### config.mk
export PLATFORM = sky130hd
export DESIGN_NAME = tce_lookup
export DESIGN_NICKNAME = d
export VERILOG_FILES = /design/src/sv/tce_pkg.sv /design/src/sv/tce_lookup.sv
export SDC_FILE = /design/constraint.sdc
export NUM_CORES = 1
export LEC_CHECK = 0
export ABC_AREA = 1
export ABC_CLOCK_PERIOD_IN_PS = 3900
export BUFFER_PORTS_ARGS = -buffer_cell sky130_fd_sc_hd__buf_2
export CAP_MARGIN = 20
export CORE_AREA = 2 2 320 322
export DETAILED_ROUTE_END_ITERATION = 10
export DIE_AREA = 0 0 322 324
export PLACE_DENSITY_LB_ADDON = 0.05
export SLEW_MARGIN = 40
export SYNTH_ARGS = -nofsm -noshare
export SYNTH_HDL_FRONTEND = slang
export SYNTH_SLANG_ARGS = --single-unit
### constraint.sdc
create_clock -name vclk -period 3.9
set_input_delay 0.39 -clock vclk [all_inputs]
set_output_delay 0.39 -clock vclk [all_outputs]
set_load 0.01 [all_outputs]
### src/sv/tce_pkg.sv
`timescale 1ns / 1ps
// ----------------------------------------------------------------------------
// tce_pkg: shared types and constants of the two-level exclusive cache model
// Holds the payload structs, the line and row layout kept in both tag RAMs,
// the way-search result and the configuration register indexes.
// ----------------------------------------------------------------------------
package tce_pkg;

  localparam int ADDR_W     = 48;
  localparam int STAMP_W    = 40;
  // An evicted L1 block rebuilt with wider set bits can grow by up to the
  // L1 set-bit maximum, so L2 tags keep those extra bits.
  localparam int L1_SETS    = 64;
  localparam int L2_SETS    = 256;
  localparam int L1_SB_MAX  = 6;
  localparam int L2_SB_MAX  = 8;
  localparam int TAG_W      = ADDR_W + L1_SB_MAX;
  localparam int WAYS       = 8;
  localparam int WAY_IDX_W  = 3;
  localparam int WAY_CNT_W  = 4;
  localparam int CFG_IDX_W  = 3;
  localparam int CFG_DATA_W = 4;

  localparam logic [CFG_IDX_W-1:0] CFG_OFFSET_BITS = 3'd0;
  localparam logic [CFG_IDX_W-1:0] CFG_L1_SET_BITS = 3'd1;
  localparam logic [CFG_IDX_W-1:0] CFG_L1_WAYS     = 3'd2;
  localparam logic [CFG_IDX_W-1:0] CFG_L1_POLICY   = 3'd3;
  localparam logic [CFG_IDX_W-1:0] CFG_L2_SET_BITS = 3'd4;
  localparam logic [CFG_IDX_W-1:0] CFG_L2_WAYS     = 3'd5;
  localparam logic [CFG_IDX_W-1:0] CFG_L2_POLICY   = 3'd6;

  localparam logic POLICY_FIFO = 1'b0;
  localparam logic POLICY_LRU  = 1'b1;

  typedef struct packed {
    logic              func;
    logic [ADDR_W-1:0] address;
  } in_t;

  typedef struct packed {
    logic l1_hit;
    logic l2_hit;
    logic mem_read;
    logic mem_write;
  } out_t;

  typedef struct packed {
    logic               valid;
    logic [TAG_W-1:0]   tag;
    logic [STAMP_W-1:0] stamp;
  } way_t;

  typedef way_t [WAYS-1:0] row_t;

  localparam int ROW_W = $bits(row_t);

  typedef struct packed {
    logic                 hit;
    logic [WAY_IDX_W-1:0] hit_way;
    logic                 free;
    logic [WAY_IDX_W-1:0] free_way;
  } look_t;

endpackage

### src/sv/tce_lookup.sv
`timescale 1ns / 1ps
// ----------------------------------------------------------------------------
// tce_lookup: way search over one cache row
// Finds the lowest valid way whose tag matches and the lowest free way,
// looking only at the ways in use.
// ----------------------------------------------------------------------------
module tce_lookup import tce_pkg::*; (
  input  row_t                 row,
  input  logic [TAG_W-1:0]     tag,
  input  logic [WAY_CNT_W-1:0] ways,
  output look_t                look
);

  always_comb begin
    look = '0;
    for (int i = WAYS - 1; i >= 0; i--) begin
      if (WAY_CNT_W'(i) < ways) begin
        if (row[i].valid && row[i].tag == tag) begin
          look.hit     = 1'b1;
          look.hit_way = WAY_IDX_W'(i);
        end
        if (!row[i].valid) begin
          look.free     = 1'b1;
          look.free_way = WAY_IDX_W'(i);
        end
      end
    end
  end

endmodule

After elaboration in Yosys (flattened, before gate mapping)
Index checks and enable logic that the tools add are counted.

storage, ports and cells
  flip-flop bits (word level) = 0
  output and inout port bits = 8

operators by class
  order comparisons = 8
  multiplexer cells = 24
  reduce and logical (&&, ||, !) cells = 8
  equality and inequality tests = 8

operators with widths
  kind                                                                 number
  54-bit == test                                                       8
  4-bit two-way mux                                                    16
  8-bit two-way mux                                                    8
  3-bit by 4-bit < comparator with 1-bit output, first input constant  4
  1-bit logical AND                                                    8
  1-bit by 4-bit < comparator with 1-bit output, first input constant  2
  2-bit by 4-bit < comparator with 1-bit output, first input constant  2

Logic depth before layout (Yosys ltp)
  depth in word-level cells = 18
  depth in mapped cells = 17
  mapped depth without buffers = 16

Worst setup path after synthesis
OpenSTA, ideal clock, no wires.

  path type = input to output
  start = in tag[46]
  end = out look[6] in the netlist's numbering
  data required time = 3.510 ns
  path slack = 1.959 ns
  arrival = 1.551 ns
  stages = 12
  path buffers = 1
  path through = buf_2 -> inv_1 -> a22o_1 -> nor2_1 -> nand2_1 -> nor2_1 -> nand2_1 -> nor2_2 -> nand2_2 -> nand2_1 -> nor2_1 -> nor3_2

RTL lines
  what                RTL line          RTL
  start: declaration  tce_lookup.sv:9   input logic [TAG_W-1:0] tag,
  end: declaration    tce_lookup.sv:11  output look_t look

==> results.py <==
metrics = {
    "clock_tree": {
        "cts_setup_buffers": 0,
        "cts-resized-gates": 0,
        "cts_hold_buf": 0,
    },
    "cells_and_area": {
        "seq_cells": 0,
        "drive_gt1_share_pct": 35.3,
        "areaGrowthSynthToFinish_pct": 65.4,
        "multi_input_area_sq_um": 5470,
        "nClkBuffers": 0,
        "most-common-layout-cells": "buf_2 (507), nand2_1 (443), nor2_1 (157)",
        "mostFrequentLayoutCell": "buf_2",
        "regArea_sq_um": 0,
        "nNetsFinal": 2608,
        "nFillCells": 12100,
    },
    "floorplanning": {
        "core-area_sq_um": 101000,
        "dieArea_sq_um": 104000,
        "io_pins": 826,
        "die_x_um": 322,
        "initial_core_util_pct": 6.40,
        "rows": 117,
        "dieHeight_um": 324,
    },
    "critical_path": {
        "crit_path_end_kind": "output pin",
        "cp-start-kind": "input port",
        "cp.required_ns": 3.51,
        "crit_family": "simple AND/OR/NAND/NOR gates",
        "worstPathMaxFanout": 7,
        "cpMostUsedCell": "nand2_1",
        "cp_cell_sequence": "buf_2 > inv_2 > buf_4 > nand2_1 > o21ai_0 > nor2_1 > nand2_1 > nor2_2 > nand2_1 > nor2_2 > nand3_1 > o21ai_1 > nand4_1 > a21oi_2 > buf_2",
        "cp_num_buf_inv": 4,
        "cp_slowest_cell": "buf_2",
        "crit_type": "in2out",
        "critPathArrivalTime_ns": 2.96,
        "max_stage_delay_ns": 0.45,
    },
    "routing": {
        "dr.first_iter.drc_count": 547,
        "vias": 10700,
        "drc": 0,
        "first_pass_iters": 5,
        "routed_wirelength_um": 92100,
        "ant_nets": 0,
        "vias_per_cell": 3.42,
        "wl_per_cell_um": 29.5,
    },
    "timing": {
        "worstMarginPinSlew_ns": 0.795,
        "min_period_ns": 3.35,
        "maxSlewViolCount": 0,
        "relSlewSlack_pct": 46.8,
        "setup-violations-final": 0,
        "hold_viol_final": 0,
        "rsz0062_at_grt": "no",
        "timing.fmax_mhz": 299,
        "fin_crit_sh_pct": 85.8,
        "setup_tns_ns": 0,
    },
    "global_route": {
        "grt_overflow": 0,
        "grt_use_total_pct": 16.9,
        "grt_start_max_net_pins": 17,
        "antenna_found_initial": 76,
        "grt_pass1_vias": 11100,
        "grt_first_pass_wirelength_um": 114000,
    },
    "yosys": {
        "ys_warn_count": 0,
        "synth_nets": 2099,
        "synth_cells": 1281,
        "ys_seq_area_share_pct": 0,
        "syn-cell-area_sq_um": 6460,
        "synth_cell_type_count": 42,
        "postSynthAreaPerCell_sq_um": 5.05,
    },
    "flow_run": {
        "drv_cap": 0,
    },
    "power_and_ir_drop": {
        "ir_drop_uv": 39.7,
        "static-leakage-power_nw": 5.16,
        "totalPowerFinal_mw": 1.28,
        "powerDensity_nw_per_um2": 120,
    },
    "status": {
        "outcome": "completed",
    },
    "hold_path": {
        "hp-class": "in2out",
    },
    "place": {
        "port_buffers": 506,
        "routabilityCongestion": 0.791,
        "dp_hpwl_um": 83200,
    },
}
## worst paths after layout
| check | to | start | depth (start not counted) | slack (ns) |
|---|---|---|---|---|
| worst min-delay path | look[1] | row[189] | 4 | 1.17 |
| worst max-delay path | look[5] | tag[40] | 15 | 0.55 |
## report_power, final
part	internal [mW]	switching [mW]
Combinational	0.455	0.829
Sequential	0	0
Clock	0.000000232	0
## stage by stage
stage / cell area (sq um) / utilization (%) / cells / setup slack [ns] / hold WS, ns
2_1_floorplan: 6460 / - / 1281 / 1.96 / 0.907
3_3_place_gp: 10600 / 10.5 / 3096 / 0.395 / 1.17
3_5_place_dp: 10600 / 10.5 / 3097 / 0.401 / 1.18
4_1_cts: 10600 / 10.5 / 3097 / 0.391 / 1.18
5_1_grt: 10600 / 10.5 / 3101 / 0.343 / 1.22
6_report: 10700 / 10.6 / 3123 / 0.553 / 1.17
## layout make-up
class,count,share of cell area (%)
diodes,26,0.609
inverters,157,5.51
multi-input cells,1075,51.2
well taps,1309,15.3
repair buffers,556,27.4
## kinds of logic (layout without fill, tap and decap cells)
logic type,count (synthesis),after routing,share of synthesized area [%]
AO/OA/AOI/OAI,227,227,21.0
other,0,26,0
buffers and inverters,206,713,15.4
AND/OR/NAND/NOR,715,715,45.6
XOR/XNOR,133,133,18.0
## tightest hold or removal path: cells and delay by family
| family | cells | cell delay (ns) |
|---|---|---|
| buf+inv | 3 | 0.33 |
| compound gates | 1 | 0.06 |
## cell usage after synthesis, types with 8 or more instances
cell type	instances	area (sq um)
buf_2	12	60.1
buf_4	17	128
nor3_1	11	55.1
o22ai_1	55	344
a21oi_1	8	40.0
or2_2	8	50.1
a22o_1	13	114
nand4_1	34	213
nand3_1	25	125
xor2_1	46	403
buf_6	19	214
nor2_1	157	589
nor4_1	15	93.8
nand2_1	443	1660
o21ai_1	21	105
o21ai_0	105	526
nand2_2	9	56.3
inv_2	42	158
inv_1	115	432
xnor2_1	87	762
## metal layers
metal | share of wire, % | track usage, % | up-vias
met4 | 1.2 | 1.50 | 72
met3 | 5.9 | 3.13 | 96
met1 | 45 | 22.5 | 4880
met5 | 0.46 | 0 | -
li1 | - | - | 5181
met2 | 47 | 29.4 | 443
Power figures use the tool's default switching activity.
