==> src/sv/tce_ram.sv <==
`timescale 1ns / 1ps
// ----------------------------------------------------------------------------
// tce_ram: generic simple dual-port RAM
// One write port and one read port; the read data is registered.
// ----------------------------------------------------------------------------
module tce_ram #(
  parameter int WIDTH = 8,
  parameter int DEPTH = 16
) (
  input  logic                     clk,
  input  logic                     we,
  input  logic [$clog2(DEPTH)-1:0] waddr,
  input  logic [WIDTH-1:0]         wdata,
  input  logic                     re,
  input  logic [$clog2(DEPTH)-1:0] raddr,
  output logic [WIDTH-1:0]         rdata
);

  logic [WIDTH-1:0] mem [DEPTH];

  always_ff @(posedge clk) begin
    if (we) begin
      mem[waddr] <= wdata;
    end
    if (re) begin
      rdata <= mem[raddr];
    end
  end

endmodule

==> config.mk <==
export PLATFORM = sky130hd
export DESIGN_NAME = tce_ram
export DESIGN_NICKNAME = d
export VERILOG_FILES = /design/src/sv/tce_ram.sv
export SDC_FILE = /design/constraint.sdc
export NUM_CORES = 1
export LEC_CHECK = 0
export BUFFER_PORTS_ARGS = -buffer_cell sky130_fd_sc_hd__clkbuf_2
export CAP_MARGIN = 20
export CORE_ASPECT_RATIO = 1.1
export CORE_MARGIN = 2
export CORE_UTILIZATION = 35
export DETAILED_ROUTE_END_ITERATION = 8
export GPL_TIMING_DRIVEN = 0
export PLACE_DENSITY_LB_ADDON = 0.08
export SETUP_SLACK_MARGIN = 0.4
export SLEW_MARGIN = 20
export SYNTH_ARGS = -nofsm -noshare
export SYNTH_HDL_FRONTEND = slang
export SYNTH_SLANG_ARGS = --single-unit
==> constraint.sdc <==
create_clock -name clk -period 2.1 [get_ports clk]
set_input_delay 0.315 -clock clk [delete_from_list [all_inputs] [get_ports clk]]
set_output_delay 0.315 -clock clk [all_outputs]
set_load 0.1 [all_outputs]
Word level (Yosys, flattened, before mapping). Memories as Yosys holds them, arrays and structs flattened. A register that Yosys moved wholly into a read port is not among the register bits. Index checks and enable logic that the tools add are counted.

Add/sub/neg operators: 0. Multipliers: 0. Divide/modulo/power cells: 0. $lt $le $gt $ge: 0. Eq/ne operators: 0. Shift operators: 0. Mux-type cells: 2. Bitwise operators: 0. Reductions and logical operators: 0.

Operators with widths (count): $mux W1 (2).

Flip-flop bits (word level): 0. Latch bits: 0. RAM bits: 128. Bits in read-only memories: 0. Input port bits: 19. Output and inout port bits: 8. Word-level logic and storage cells: 3. Memories: 1.

Memories: mem (depth 16, bits a word 8, read ports 1, clocked after Yosys merged registers in 1, wr ports 1, line 19) `logic [WIDTH-1:0] mem [DEPTH];`.

Depth between registers and ports, before layout. Gate-level depths: netlist of the first run.

Depth in word-level cells: 2. Depth in mapped cells: 5. Gate-level depth less buffers: 3.

Worst setup path before layout of the first run. OpenSTA, ideal clock, no wires.

Kind: input-to-reg. From: in waddr[2]. To: mem mem[0][0] (enable). Library setup time: 0.383 ns. Arrival: 1.425 ns. Data required time: 1.717 ns. Slack: 0.292 ns. Cell stages on the path: 2. Path buffers: 0. Cells stage by stage: or3b_2 nor3_1.

RTL lines: start: declaration (line 12) `input logic [$clog2(DEPTH)-1:0] waddr,`; end: declaration (line 19).

No word-level cell before the write port.

Worst setup path in the final report of the first run.
From: in waddr[2]. To: mem mem[2][1] (enable).

No word-level cell before the write port.

==> results of run 1 <==
-- flip-flops by register name (all words and copies together) (netlist names) --
| register | flops |
|---|---|
| mem | 128 |
| rdata | 8 |
-- metrics by stage --
step / utilization / cells / worst slack (ns)
global placement: 0.3860 / 446 / -0.06976
global route: 0.4234 / 478 / 0.4090
finish: 0.4234 / 478 / 0.4521
floorplan: - / 229 / 0.5026
detailed placement: 0.3875 / 447 / 0.01385
CTS: 0.4232 / 478 / 0.4586
-- layer usage --
metal	wire length, um	part of all wire
met3	479	0.044
met1	4847	0.45
met4	195	0.018
met2	5275	0.49
met5	0	0
-- worst register-to-register path: cells and delay by family, from the launching register on --
family,cells,cell delay [ns]
compound gates,1,0.36
flops,1,0.35
mux,1,0.57
simple gates,1,0.09
-- cells in the mapped netlist --
cell type / count / area, um^2
edfxtp_1: 136 / 4084
mux4_2: 18 / 405.4
a22oi_1: 16 / 120.1
mux4_1: 14 / 367.9
nor2_1: 13 / 48.80
nand2_1: 9 / 33.78
nor3_1: 4 / 20.02
buf_2: 3 / 15.01
buf_6: 3 / 33.78
clkdlybuf4s25_2: 3 / 30.03
nand2b_1: 2 / 12.51
nand3b_1: 2 / 15.01
and2_1: 1 / 6.260
and2b_1: 1 / 7.510
buf_4: 1 / 7.510
nand3_1: 1 / 5.000
nor2b_1: 1 / 6.260
or3b_2: 1 / 8.760
-- worst paths after layout --
| kind | start | to | slack, ns | cells past startpoint |
|---|---|---|---|---|
| worst max-delay path | waddr[2] | mem[2][1] | 0.45 | 3 |
| worst min register to register | mem[14][3] | rdata[3] | 0.75 | 3 |
| worst min-delay path | re | rdata[6] | 0.29 | 1 |
| worst max register to register | mem[1][3] | rdata[3] | 0.47 | 3 |
-- logic make-up (layout without fill, tap and decap cells) --
group / Yosys count / count (layout) / synth area share
buf+inv: 10 / 67 / 0.01651
flops: 136 / 136 / 0.7812
mux: 32 / 32 / 0.1479
compound gates: 16 / 16 / 0.02298
simple gates: 35 / 35 / 0.03136
-- layout make-up --
type	instances	area [um^2]	share of cell area
plain buffers	10	86.33	0.01406
clock buffers	18	429.2	0.06989
clock inverters	13	88.84	0.01447
multi-input cells	83	1080	0.1758
flip-flops and latches	136	4084	0.6650
well taps	192	240.2	0.03912
repair buffers	26	132.6	0.02160
-- where the power goes --
part / internal, uW / total (uW) / switching, uW
sequential: 3060 / 3070 / 12.9
clock: 1580 / 2610 / 1030
combinational: 118 / 389 / 271
==> flow_metrics.py, run 1 <==
metrics = {
    "placed_design": {
        "portBuffers": 25,
        "place_congestion": 0.7050,
        "hpwl_um": 6932,
        "placedInstanceArea_um2": 5620,
    },
    "global_route": {
        "grtUsageTotal": 0.1464,
        "grtUsageMet3": 0.03849,
        "globalRouteMet2Util": 0.2194,
        "gr-total-overflow": 0,
        "grt_pass1_wl_um": 15900,
        "grt_max_degree": 17,
        "gr-max-usage-layer": "met2",
        "met1_usage": 0.2020,
        "antenna_found_initial": 0,
        "grt_pass1_vias": 2407,
    },
    "setup_path": {
        "path_cells": "clkbuf_2 -> or3b_2 -> nor2_1",
        "cp.required_ns": 2.14,
        "cp-start-kind": "primary input",
        "crit_arrival_ns": 1.68,
        "crit_family": "simple AND/OR/NAND/NOR gates",
        "endpoint_kind": "register",
        "path_class": "in2reg",
        "cp_max_fo": 8,
        "slowest_delay_ns": 0.71,
        "worst-path-buf-inv": 1,
        "cp_slowest_cell": "nor2_1",
    },
    "sta": {
        "tightest_slew_ns": 0.9086,
        "rsz0062_at_grt": "false",
        "finalHoldViolCount": 0,
        "fin_crit_sh": 0.7847,
        "fin_crit_ns": 1.648,
        "fin_tns_setup_ns": 0,
        "holdWs_ns": 0.2910,
        "fin_skew_ns": 0.007842,
        "setup_viol": 0,
        "slew_viol_final": 0,
        "max_freq_mhz": 606.9,
        "slew_headroom": 0.3920,
    },
    "detailed_routing": {
        "vias": 2398,
        "wl_um": 10800,
        "ant_nets": 0,
        "drc_errors": 0,
        "wire_per_inst_um": 22.59,
        "drt_pass1_iterations": 4,
        "drt-initial-drc-count": 151,
        "routed_via_density": 5.017,
    },
    "synthesis": {
        "syn_area_per_cell_um2": 22.83,
        "ys_seq_area_frac": 0.7812,
        "syn_area_um2": 5228,
        "syn-num-nets": 248,
        "synth_warnings": 0,
        "netlist-cell-type-count": 18,
        "ys_seq_elements": 136,
        "synth_cells": 229,
    },
    "die": {
        "ioPinCount": 27,
        "dieArea_um2": 15930,
        "initial_utilization": 0.3604,
        "die_h_um": 132.2,
        "coreArea_um2": 14500,
        "row_count": 46,
        "fp.dieW_um": 120.5,
    },
    "clocking": {
        "cts.clk_slew.worst_paths_ns": 0.05,
        "cts_sinks": 136,
        "ctsRootBufferMaster": "clkbuf_16",
        "cts.hold.buffers_added": 0,
        "numCtsBuffers": 17,
        "cts_resized": 0,
        "post-cts-setup-buffers": 0,
        "clock_latency_ns": 0.42,
        "htreeDepth": 4,
        "cts.path.max_buffers": 2,
        "cts_tree": "done",
    },
    "pwr": {
        "power.leakage_uw": 0.002021,
        "p_per_area_nw_per_um2": 988.9,
        "finalPower_uw": 6073,
        "max-vdd-ir-drop_v": 0.0005828,
    },
    "layout": {
        "mostFrequentLayoutCells": "edfxtp_1 (136), clkbuf_2 (25), mux4_2 (18)",
        "mostFrequentLayoutCell": "edfxtp_1",
        "insertedDiodeCount": 0,
        "area_growth_pct": 17.47,
        "nNetsFinal": 293,
        "drive_gt1_frac": 0.2972,
        "final_design_area_no_fill_um2": 6141,
        "fillers": 1313,
    },
    "job": {
        "cap_violations": 0,
    },
    "run_status": {
        "status": "complete, no violations",
    },
    "worst_hold_path": {
        "min_path_type": "in2reg",
    },
}
Power figures use the tool's default switching activity.
==> run 2: changes to the inputs <==
==> constraint.sdc (replaced) <==
create_clock -name clk -period 1.5 [get_ports clk]
set_input_delay 0.225 -clock clk [delete_from_list [all_inputs] [get_ports clk]]
set_output_delay 0.225 -clock clk [all_outputs]
set_load 0.1 [all_outputs]
==> run 2 against run 1 <==
  * Clock skew down 0.0036 ns
  * Critical path type is now reg2reg
  * Routed wire length up 1.1%
  * Sequential power up 40%
  * Non-clock buffer count up 15
  * Via count up 0.50%
  * Cell count up 3.3%
  * Total power up 52%
  * Sequential cell count unchanged
  * Core utilization up 3.9 points
  * Largest power group unchanged
  * Hold slack worse by 0.11 ns
  * Die area unchanged
==> flow_metrics.py, run 2 (synthesis results as in run 1) <==
metrics = {
    "die": {
        "coreArea_um2": 14500,
        "ioPinCount": 27,
        "initial_utilization": 0.3604,
        "die_h_um": 132.2,
        "row_count": 46,
        "fp.dieW_um": 120.5,
        "dieArea_um2": 15930,
    },
    "setup_path": {
        "reg2reg_depth": 3,
        "path_class": "reg2reg",
        "endpoint_kind": "register",
        "r2r_slack_ns": 0.08,
        "cp.required_ns": 1.65,
        "timing.rr.start": "mem[15][7]",
        "reg2reg_to": "rdata[7]",
        "crit_arrival_ns": 1.57,
        "cp_max_fo": 1,
        "cp-start-kind": "register",
    },
    "detailed_routing": {
        "drt_pass1_iterations": 4,
        "wl_um": 10920,
        "routed_via_density": 4.879,
        "ant_nets": 0,
        "drc_errors": 0,
        "vias": 2410,
        "drt-initial-drc-count": 122,
        "wire_per_inst_um": 22.11,
    },
    "sta": {
        "tightest_slew_ns": 0.8363,
        "fin_crit_ns": 1.420,
        "fin_skew_ns": 0.004268,
        "finalHoldViolCount": 0,
        "slew_viol_final": 0,
        "max_freq_mhz": 704.3,
        "slew_headroom": 0.4404,
        "fin_tns_setup_ns": 0,
        "setup_viol": 0,
        "fin_crit_sh": 0.9466,
        "rsz0062_at_grt": "true",
    },
    "pwr": {
        "power.leakage_uw": 0.002169,
        "max-vdd-ir-drop_v": 0.0007407,
        "p_per_area_nw_per_um2": 1373,
    },
    "layout": {
        "drive_gt1_frac": 0.4669,
        "largest_register": "mem",
        "mostFrequentLayoutCell": "edfxtp_1",
        "fillers": 1256,
        "final_cells": 494,
        "nNetsFinal": 308,
        "mostFrequentLayoutCells": "edfxtp_1 (136), mux4_2 (32), clkbuf_16 (17), clkbuf_2 (17), buf_12 (14)",
        "largest_reg_flops": 128,
        "top_regs": "mem x128, rdata x8",
        "area_growth_pct": 28.36,
        "insertedDiodeCount": 0,
    },
    "placed_design": {
        "place_congestion": 0.6802,
        "portBuffers": 25,
        "hpwl_um": 6915,
        "placed_cells": 446,
    },
    "clocking": {
        "cts.path.max_buffers": 2,
        "clock_latency_ns": 0.40,
        "cts.clk_slew.worst_paths_ns": 0.06,
        "cts_sinks": 136,
        "cts_tree": "done",
        "ctsRootBufferMaster": "clkbuf_16",
        "numCtsBuffers": 17,
        "htreeDepth": 4,
        "cts.hold.buffers_added": 0,
    },
    "global_route": {
        "grt_pass1_vias": 2593,
        "grtUsageTotal": 0.1462,
        "antenna_found_initial": 0,
        "grt_max_degree": 17,
        "gr-total-overflow": 0,
        "grt_pass1_wl_um": 16140,
    },
    "worst_hold_path": {
        "min_path_type": "in2reg",
        "hold_depth": 1,
        "holdCritStartpoint": "re",
        "holdPathEnd": "rdata[3]",
    },
    "job": {
        "cap_violations": 0,
    },
    "run_status": {
        "status": "complete, no violations",
    },
}
[run 2: changes by cell type in the layout (fill, tap and decap cells not counted), moves of 4 or more]
cell,delta
nor2_1,-11
a22oi_1,-9
buf_8,+9
mux4_2,+14
nor2_4,+12
a22oi_2,+9
nor3_4,+4
mux4_1,-14
buf_12,+14
clkbuf_2,-8
nor3_2,-4
[run 2: report_power, final]
group	total [uW]	switching, uW	leakage (uW)	internal, uW
sequential	4310	25.1	0.00124	4280
clock	4230	1480	0.000291	2750
combinational	669	418	0.000641	251
[run 2: critical path, stage by stage (launching register included)]
cell      delay [ns]
edfxtp_1        0.35
mux4_2          0.51
a22oi_2         0.22
nand2_1         0.08
[run 2: per-stage QoR]
stage          hold WS (ns)  setup WS [ns]  total power, uW  area, um^2    util
2_1_floorplan        0.3239        0.07460             4770        5343       -
3_3_place_gp         0.5974        -0.3980             4973        5708  0.3935
3_5_place_dp         0.6040        -0.3777             4979        5708  0.3935
4_1_cts              0.1752        0.04259             9283        6579  0.4536
5_1_grt              0.1802       0.007791             9518        6710  0.4626
6_report             0.1838        0.08006             9213        6710  0.4626
[run 2: area by class of cell]
cell class | count | area (um^2) | area share
timing repair buffer | 41 | 462.9 | 0.06899
clock buffer | 17 | 425.4 | 0.06340
sequential | 136 | 4084 | 0.6086
buffer | 10 | 120.1 | 0.01790
multi-input combinational | 83 | 1195 | 0.1781
clock inverter | 15 | 182.7 | 0.02722
tap | 192 | 240.2 | 0.03580
[run 2: worst max path at each step]
stage,cells past startpoint,endpoint,from,slack (ns)
5_1_grt,3,rdata[0],mem[15][0],0.008
3_3_place_gp,3,mem[15][0],waddr[0],-0.40
2_1_floorplan,5,rdata[1],raddr[0],0.07
4_1_cts,3,rdata[0],mem[15][0],0.04
6_report,3,rdata[7],mem[15][7],0.08
3_5_place_dp,3,mem[15][0],waddr[0],-0.38
[run 2: what timing repair did]
action	in CTS	in global routing
pin swaps	7	7
gates resized for setup	25	14
buffers inserted	10	6
setup endpoints to repair	83	113
cloned	0	0
[run 2: per-layer routing]
layer  global-route usage  routed length, um
met1               0.1984               5078
met2               0.2294               5332
met3              0.03806                375
met4              0.05039                133
met5                    0                  0
